==> src/hdl/sdec_pkg.sv <==
`timescale 1ns / 1ps

package sdec_pkg;

    // Fixed widths of the register file and of the result fields
    localparam int ROW_W      = 16;
    localparam int NUM_ROWS   = 8;
    localparam int CFG_IDX_W  = 4;
    localparam int WORD_W     = 16;
    localparam int SYN_W      = 8;
    localparam int FLIPS_W    = 2;
    localparam int POS_W      = 4;
    localparam int OUT_DATA_W = 40;

    // Number of flipped bits
    localparam logic [FLIPS_W-1:0] FLIPS_NONE = 2'd0;
    localparam logic [FLIPS_W-1:0] FLIPS_ONE  = 2'd1;
    localparam logic [FLIPS_W-1:0] FLIPS_TWO  = 2'd2;

    typedef logic [NUM_ROWS-1:0][ROW_W-1:0] t_hmat;

    typedef struct packed {
        logic               uncorrectable;
        logic [POS_W-1:0]   second_position;
        logic [POS_W-1:0]   first_position;
        logic [FLIPS_W-1:0] flips_done;
        logic               word_ok;
        logic [SYN_W-1:0]   syndrome;
        logic [WORD_W-1:0]  corrected_word;
    } t_result;

endpackage

==> src/hdl/sdec_regs.sv <==
`timescale 1ns / 1ps

module sdec_regs (
    input  logic                           i_clk,
    input  logic                           i_rst_n,
    input  logic                           i_cfg_valid,
    output logic                           o_cfg_ready,
    input  logic [sdec_pkg::CFG_IDX_W-1:0] i_cfg_index,
    input  logic [sdec_pkg::ROW_W-1:0]     i_cfg_data,
    output sdec_pkg::t_hmat                o_h
);
    import sdec_pkg::*;

    t_hmat r_h;

    assign o_cfg_ready = 1'b1;
    assign o_h         = r_h;

    // Writes to an index past the last row are dropped
    always_ff @(posedge i_clk) begin
        if (!i_rst_n) begin
            r_h <= '0;
        end else if (i_cfg_valid && (i_cfg_index < CFG_IDX_W'(NUM_ROWS))) begin
            r_h[i_cfg_index[$clog2(NUM_ROWS)-1:0]] <= i_cfg_data;
        end
    end

endmodule

==> src/hdl/sdec_decode.sv <==
`timescale 1ns / 1ps

module sdec_decode #(
    parameter int CODE_BITS  = 16,
    parameter int CHECK_BITS = 8
) (
    input  logic [sdec_pkg::WORD_W-1:0] i_word,
    input  sdec_pkg::t_hmat             i_h,
    output sdec_pkg::t_result           o_res
);
    import sdec_pkg::*;

    localparam int DATA_BITS = CODE_BITS - CHECK_BITS;

    logic [CODE_BITS-1:0]                 word_ext;
    logic [CODE_BITS-1:0][CHECK_BITS-1:0] cols;
    logic [CHECK_BITS-1:0]                syn;
    logic                                 acc;
    logic                                 single_hit;
    logic                                 pair_hit;
    logic [CODE_BITS-1:0]                 single_mask;
    logic [CODE_BITS-1:0]                 pair_mask;
    logic [POS_W-1:0]                     single_pos;
    logic [POS_W-1:0]                     pair_pos1;
    logic [POS_W-1:0]                     pair_pos2;
    logic [CODE_BITS-1:0]                 fixed;

    // Word at code width; columns of H (register bits past ROW_W read as zero)
    always_comb begin
        for (int k = 0; k < CODE_BITS; k++) begin
            word_ext[k] = (k < WORD_W) ? i_word[k] : 1'b0;
        end
        for (int c = 0; c < CODE_BITS; c++) begin
            for (int r = 0; r < CHECK_BITS; r++) begin
                cols[c][r] = (c < ROW_W) ? i_h[r][c] : 1'b0;
            end
        end
    end

    always_comb begin
        for (int r = 0; r < CHECK_BITS; r++) begin
            acc = word_ext[DATA_BITS + r];
            for (int c = 0; c < DATA_BITS; c++) begin
                acc = acc ^ (word_ext[c] & cols[c][r]);
            end
            syn[r] = acc;
        end
    end

    // Priority search: scan downwards so that the lowest match is written last
    always_comb begin
        single_hit  = 1'b0;
        single_mask = '0;
        single_pos  = '0;
        for (int i = CODE_BITS - 1; i >= 0; i--) begin
            if (cols[i] == syn) begin
                single_hit  = 1'b1;
                single_mask = '0;
                single_mask[i] = 1'b1;
                single_pos  = POS_W'(i);
            end
        end
    end

    always_comb begin
        pair_hit  = 1'b0;
        pair_mask = '0;
        pair_pos1 = '0;
        pair_pos2 = '0;
        for (int i = CODE_BITS - 2; i >= 0; i--) begin
            for (int j = CODE_BITS - 1; j > i; j--) begin
                if ((cols[i] ^ cols[j]) == syn) begin
                    pair_hit  = 1'b1;
                    pair_mask = '0;
                    pair_mask[i] = 1'b1;
                    pair_mask[j] = 1'b1;
                    pair_pos1 = POS_W'(i);
                    pair_pos2 = POS_W'(j);
                end
            end
        end
    end

    always_comb begin
        o_res          = '0;
        o_res.syndrome = SYN_W'(syn);
        fixed          = word_ext;
        if (syn == '0) begin
            o_res.word_ok = 1'b1;
        end else if (single_hit) begin
            fixed                = word_ext ^ single_mask;
            o_res.flips_done     = FLIPS_ONE;
            o_res.first_position = single_pos;
        end else if (pair_hit) begin
            fixed                 = word_ext ^ pair_mask;
            o_res.flips_done      = FLIPS_TWO;
            o_res.first_position  = pair_pos1;
            o_res.second_position = pair_pos2;
        end else begin
            o_res.flips_done    = FLIPS_NONE;
            o_res.uncorrectable = 1'b1;
        end
        for (int k = 0; k < WORD_W; k++) begin
            o_res.corrected_word[k] = (k < CODE_BITS) ? fixed[k] : 1'b0;
        end
    end

endmodule

==> src/hdl/syndrome_double_error_corrector.sv <==
`timescale 1ns / 1ps
// Syndrome decoder for a linear block code that corrects up to two bit errors.
// Channels:
//   cfg    - write channel (i_cfg_valid / o_cfg_ready, index and data) that loads
//            the eight parity-check rows; always ready. Write only while idle.
//   s_axis - received codewords, one per transaction in s_axis_tdata[15:0].
//   m_axis - one result per codeword: corrected word, syndrome and status.
// Pipeline: the input register, then one pass of syndrome and search logic into
// the result register. Throughput: one codeword per cycle while the receiver
// keeps m_axis_tready high, set by the single registered pass of decode logic.
// Back-pressure: when the receiver holds m_axis_tready low the result register
// holds its transaction, the input register fills and s_axis_tready drops; no
// transaction is lost or repeated.
// Reset (synchronous, active low): clears both pipeline valid bits and all
// parity-check rows to zero; with a zero matrix any nonzero syndrome reports
// the word as uncorrectable.

module syndrome_double_error_corrector #(
    parameter int CODE_BITS  = 16,
    parameter int CHECK_BITS = 8
) (
    input  logic                                i_clk,
    input  logic                                i_rst_n,
    // configuration write channel
    input  logic                                i_cfg_valid,
    output logic                                o_cfg_ready,
    input  logic [sdec_pkg::CFG_IDX_W-1:0]      i_cfg_index,
    input  logic [sdec_pkg::ROW_W-1:0]          i_cfg_data,
    // slave side
    input  logic                                s_axis_tvalid,
    output logic                                s_axis_tready,
    input  logic [sdec_pkg::WORD_W-1:0]         s_axis_tdata,  // [15:0] received_word
    // master side
    output logic                                m_axis_tvalid,
    input  logic                                m_axis_tready,
    // [15:0] corrected_word, [23:16] syndrome, [24] word_ok, [26:25] flips_done,
    // [30:27] first_position, [34:31] second_position, [35] uncorrectable,
    // [39:36] zero
    output logic [sdec_pkg::OUT_DATA_W-1:0]     m_axis_tdata
);
    import sdec_pkg::*;

    t_hmat                h;
    t_result              dec_res;
    logic                 advance;

    logic                 r_in_valid;
    logic [WORD_W-1:0]    r_in_word;
    logic                 r_out_valid;
    t_result              r_out_res;

    sdec_regs u_regs (
        .i_clk       (i_clk),
        .i_rst_n     (i_rst_n),
        .i_cfg_valid (i_cfg_valid),
        .o_cfg_ready (o_cfg_ready),
        .i_cfg_index (i_cfg_index),
        .i_cfg_data  (i_cfg_data),
        .o_h         (h)
    );

    sdec_decode #(
        .CODE_BITS  (CODE_BITS),
        .CHECK_BITS (CHECK_BITS)
    ) u_decode (
        .i_word (r_in_word),
        .i_h    (h),
        .o_res  (dec_res)
    );

    // Advance the pipeline whenever the result register is empty or being taken
    assign advance       = !r_out_valid || m_axis_tready;
    assign s_axis_tready = !r_in_valid || advance;

    always_ff @(posedge i_clk) begin
        if (!i_rst_n) begin
            r_in_valid <= 1'b0;
        end else if (s_axis_tready) begin
            r_in_valid <= s_axis_tvalid;
        end
    end

    // Payload registers carry no reset
    always_ff @(posedge i_clk) begin
        if (s_axis_tready && s_axis_tvalid) begin
            r_in_word <= s_axis_tdata;
        end
    end

    always_ff @(posedge i_clk) begin
        if (!i_rst_n) begin
            r_out_valid <= 1'b0;
        end else if (advance) begin
            r_out_valid <= r_in_valid;
        end
    end

    always_ff @(posedge i_clk) begin
        if (advance && r_in_valid) begin
            r_out_res <= dec_res;
        end
    end

    assign m_axis_tvalid = r_out_valid;
    assign m_axis_tdata  = OUT_DATA_W'(r_out_res);

endmodule
==> config.mk <==
export PLATFORM = sky130hd
export DESIGN_NAME = syndrome_double_error_corrector
export DESIGN_NICKNAME = d
export VERILOG_FILES = /design/src/hdl/sdec_pkg.sv /design/src/hdl/sdec_regs.sv /design/src/hdl/sdec_decode.sv /design/src/hdl/syndrome_double_error_corrector.sv
export SDC_FILE = /design/constraint.sdc
export NUM_CORES = 1
export LEC_CHECK = 0
export BUFFER_PORTS_ARGS = -buffer_cell sky130_fd_sc_hd__buf_2
export CORE_ASPECT_RATIO = 1.5
export CORE_MARGIN = 8
export CORE_UTILIZATION = 35
export CTS_CLUSTER_DIAMETER = 60
export DETAILED_ROUTE_END_ITERATION = 7
export PLACE_DENSITY = 0.48
export SETUP_SLACK_MARGIN = 0.5
export SLEW_MARGIN = 15
export SYNTH_ARGS = -nofsm -noshare
export SYNTH_HDL_FRONTEND = slang
export SYNTH_SLANG_ARGS = --single-unit
==> constraint.sdc <==
create_clock -name i_clk -period 6.92 [get_ports i_clk]
set_clock_uncertainty 0.15 [all_clocks]
set_input_delay 0.692 -clock i_clk [delete_from_list [all_inputs] [get_ports i_clk]]
set_output_delay 0.692 -clock i_clk [all_outputs]
set_load 0.01 [all_outputs]
==> metrics.log <==
[metrics] fin crit period: ~6.5 ns
[metrics] number of routed nets with antenna violations: 0
[metrics] type of the worst setup path: register to register
[metrics] Vias/cell: approximately 6.2
[metrics] power density over the cells: 141.7 nW/µm²
[metrics] internal cell power: approximately 2.6 mW
[metrics] DRC Markers: 0
[metrics] effective utilization at floorplan: 0.3530
[metrics] root buf cell: sky130_fd_sc_hd__clkbuf_16
[metrics] number of CTS-inserted buffers: 17
[metrics] share of layout cells above drive strength 1: 0.1811
[metrics] type of origin of the critical path: register
[metrics] unrepaired setup endpoints after global routing: yes
[metrics] area enclosed by the die boundary: between 90000 and 100000 µm²
[metrics] CTS H-tree depth: 4
[metrics] accumulated negative setup slack: 0 ns
[metrics] initial antenna violation count: 17
[metrics] Flop pwr share: 0.239
[metrics] net switching fraction of the power: 0.4640
[metrics] overall power: roughly 4.9 mW
[metrics] status: finished clean
[metrics] Clock Sinks: 182
[metrics] area of the core region: roughly 85000 µm²
[metrics] data required time at the worst endpoint: about 7.1 ns
[metrics] standard-cell rows: about 130
[metrics] final cycle utilization of the critical path: 0.9451
[metrics] number of buffers added to fix hold violations after cts: 0
[metrics] worst vdd ir: between 0.2 and 0.25 mV
[metrics] list of most frequent post-synthesis cells: sky130_fd_sc_hd__xor2_1, sky130_fd_sc_hd__xnor2_1, sky130_fd_sc_hd__nand2_1, sky130_fd_sc_hd__xnor3_1, sky130_fd_sc_hd__nor4_1
[metrics] count of buffers inserted at the top-level ports: 78
[metrics] maximum clock frequency: roughly 0.15 GHz
[metrics] biggest area contributors in the synthesized netlist: sky130_fd_sc_hd__xnor3_1, sky130_fd_sc_hd__xor2_1, sky130_fd_sc_hd__xnor2_1, sky130_fd_sc_hd__dfxtp_1, sky130_fd_sc_hd__nand2_1
[metrics] number of hold-slack violations in the final timing report: 0
[metrics] leakage power total: between 15 and 20 nW
[metrics] sequential-to-total area share from yosys stat: 0.1387
[metrics] top-area cell type share of the netlist area: 0.1687
[metrics] number of synthesized register bits: 182
[metrics] Netlist Area Pre-Place: about 30000 µm²
[metrics] number of warning messages in the yosys log: 0
[metrics] wire length of the first global-routing pass: approximately 270 mm
[metrics] # Max-Cap Violations: 0
[metrics] count of endpoints failing setup in the final report: 0
[metrics] drt wl/cell: between 40 and 50 µm
[metrics] Synth Flop Type: sky130_fd_sc_hd__dfxtp_1
[metrics] vertical die dimension: around 370 µm
[metrics] final net count: between 3000 and 4000
[metrics] sort of element at the end of the critical path: register
[metrics] Gate Count Post-Synth: about 3400
[metrics] number of DRC markers after the initial detailed-route iteration: roughly 3700
[metrics] layout overhead on the synthesized area: 15.86%
[metrics] final slew viol count: 0
[metrics] slew margin rel.: 0.2046
[metrics] largest area contributor in the netlist: sky130_fd_sc_hd__xnor3_1
[metrics] combinational share of power: 0.527
[metrics] classification of the worst-slack hold path: input pin to register
[metrics] Switching Power: 2.288 mW
[metrics] maximum number of pins on one net before global-route repair: 69
[metrics] clock slew at reported path FFs: ~0.12 ns
[metrics] vias in the first global route: 28660
[metrics] DP HPWL: approximately 160 mm
[metrics] first-pass detailed-route iteration total: 5
[metrics] GRT Overall Usage: 0.4300
[metrics] core occupancy in the finished layout: 0.4090
[metrics] gpl congestion: between 1 and 1.5
[metrics] residual overflow from global routing: 0
[metrics] mean area per synthesized cell: about 8.7 µm²
[metrics] critical path data arrival time: about 6.7 ns
[metrics] via count of the routed design: about 30000
[metrics] total wire length: between 200 and 250 mm
[metrics] number of flops mapped to enable cells by yosys: 52
[metrics] insertion delay to the later sink of the worst-skew pair: between 0.5 and 0.6 ns
[metrics] relative contribution of the clock network to total power: 0.234
[metrics] transition at the pin with the smallest max-transition slack: roughly 1.2 ns
[metrics] die width: roughly 260 µm
[metrics] TritonCTS clock tree: built
[metrics] maximum fanout along the worst path: 14
[metrics] leading cell type by number of instances after synthesis: sky130_fd_sc_hd__xor2_1
[metrics] Yosys cell types: between 80 and 90
[metrics] Bufs on Longest Clock Path: 2
[metrics] fraction of registers with async set or reset after synthesis: 0
[metrics] number of placed I/O pins: 84
[power by group through the flow]
stage | combinational [mW] | clock (mW) | sequential [mW]
CTS | 2.45 | 1.17 | 1.18
finish | 2.60 | 1.15 | 1.18
floorplan | 1.48 | 0 | 1.18
detailed placement | 2.43 | 0 | 1.20
global route | 2.64 | 1.20 | 1.18
global placement | 2.45 | 0 | 1.20
[sequential cells by signal (all words and copies together), names as in the netlist]
signal / count
m_axis_tdata: 36
m_axis_tvalid: 1
r_in_valid: 1
r_in_word: 16
u_regs.o_h: 128
[cells by family after synthesis]
| group | synth area share |
|---|---|
| mux | 0.02133 |
| buf+inv | 0.05933 |
| flops | 0.1387 |
| xor+xnor | 0.5015 |
| compound gates | 0.07629 |
| other cells | 0.0002501 |
| simple gates | 0.2027 |
[cell usage in the layout, fill, tap and decap left out, drive strengths merged, types with 18 or more instances in the layout]
cell    synthesis  layout
xor2          584     584
nor3           43      43
and2           24      24
edfxtp         52      52
dfxtp         130     130
nand4          89      89
inv            44      52
clkbuf        121      18
or4            23      23
nor2          118     118
xnor2         475     475
nand3          65      65
nor2b          84      84
mux2i          64      64
nor4          186     186
nand2b         19      19
o21ai          65      65
xnor3         238     238
a21boi         74      74
buf           207     523
nand2         425     425
a21oi          56      56
[layer usage]
| metal | share of wire | up-vias | GRT usage |
|---|---|---|---|
| met5 | 0.00022 | - | 0 |
| met4 | 0.13 | 6 | 0.4340 |
| met3 | 0.092 | 930 | 0.1167 |
| met2 | 0.44 | 2237 | 0.6615 |
| met1 | 0.34 | 14720 | 0.4612 |
| li1 | - | 12160 | - |
[cell type report]
cell class	count	area [µm²]
tap	1130	1414
clock inverter	14	187.7
multi-input combinational	2882	24410
clock buffer	18	450.4
sequential	182	4164
inverter	48	180.2
fill	8705	50280
timing repair buffer	523	3946
antenna	14	35.03
[through the flow]
| step | cell area (µm²) | hold slack, ns | worst slack (ns) | std cells |
|---|---|---|---|---|
| global route | 34770 | 0.1406 | 0.4499 | 4801 |
| global placement | 33580 | 0.3054 | 0.2243 | 4729 |
| floorplan | 30040 | 0.3268 | 1.826 | 3440 |
| CTS | 34400 | 0.1245 | 0.5108 | 4770 |
| finish | 34790 | 0.1429 | 0.3797 | 4811 |
| detailed placement | 33580 | 0.3089 | 0.1727 | 4729 |
[worst max-delay path: stages (launching register included)]
cell	delay [ns]
sky130_fd_sc_hd__edfxtp_1	0.56
sky130_fd_sc_hd__buf_4	0.27
sky130_fd_sc_hd__nand2_1	0.11
sky130_fd_sc_hd__xor2_2	0.39
sky130_fd_sc_hd__xor2_4	0.41
sky130_fd_sc_hd__buf_4	0.34
sky130_fd_sc_hd__xnor3_4	0.67
sky130_fd_sc_hd__xor2_1	0.22
sky130_fd_sc_hd__nor4_1	0.71
sky130_fd_sc_hd__nand3_2	0.35
sky130_fd_sc_hd__and3_1	0.33
sky130_fd_sc_hd__and2_1	0.21
sky130_fd_sc_hd__nand4_1	0.25
sky130_fd_sc_hd__nor4_4	0.05
sky130_fd_sc_hd__buf_4	0.19
sky130_fd_sc_hd__or3_1	0.51
sky130_fd_sc_hd__o41ai_2	0.55
[path summary, 6_finish.rpt]
path	cells past startpoint	endpoint	start	slack (ns)
worst max-delay path	16	m_axis_tdata[28]	r_in_word[2]	0.38
worst min-delay path	1	r_in_word[9]	s_axis_tdata[9]	0.14
worst max register to register	16	m_axis_tdata[28]	r_in_word[2]	0.38
worst min register to register	2	u_regs.o_h[126]	u_regs.o_h[126]	0.32
[what timing repair did]
item / in CTS / in global routing
gates cloned: 0 / 0
endpoints found under the setup margin: 24 / 26
setup buffers: 9 / 27
resized for setup: 12 / 13
endpoints found under the hold margin: 0 / 0
pin swaps: 6 / 9
No activity file was read; power rests on OpenSTA's default activity.
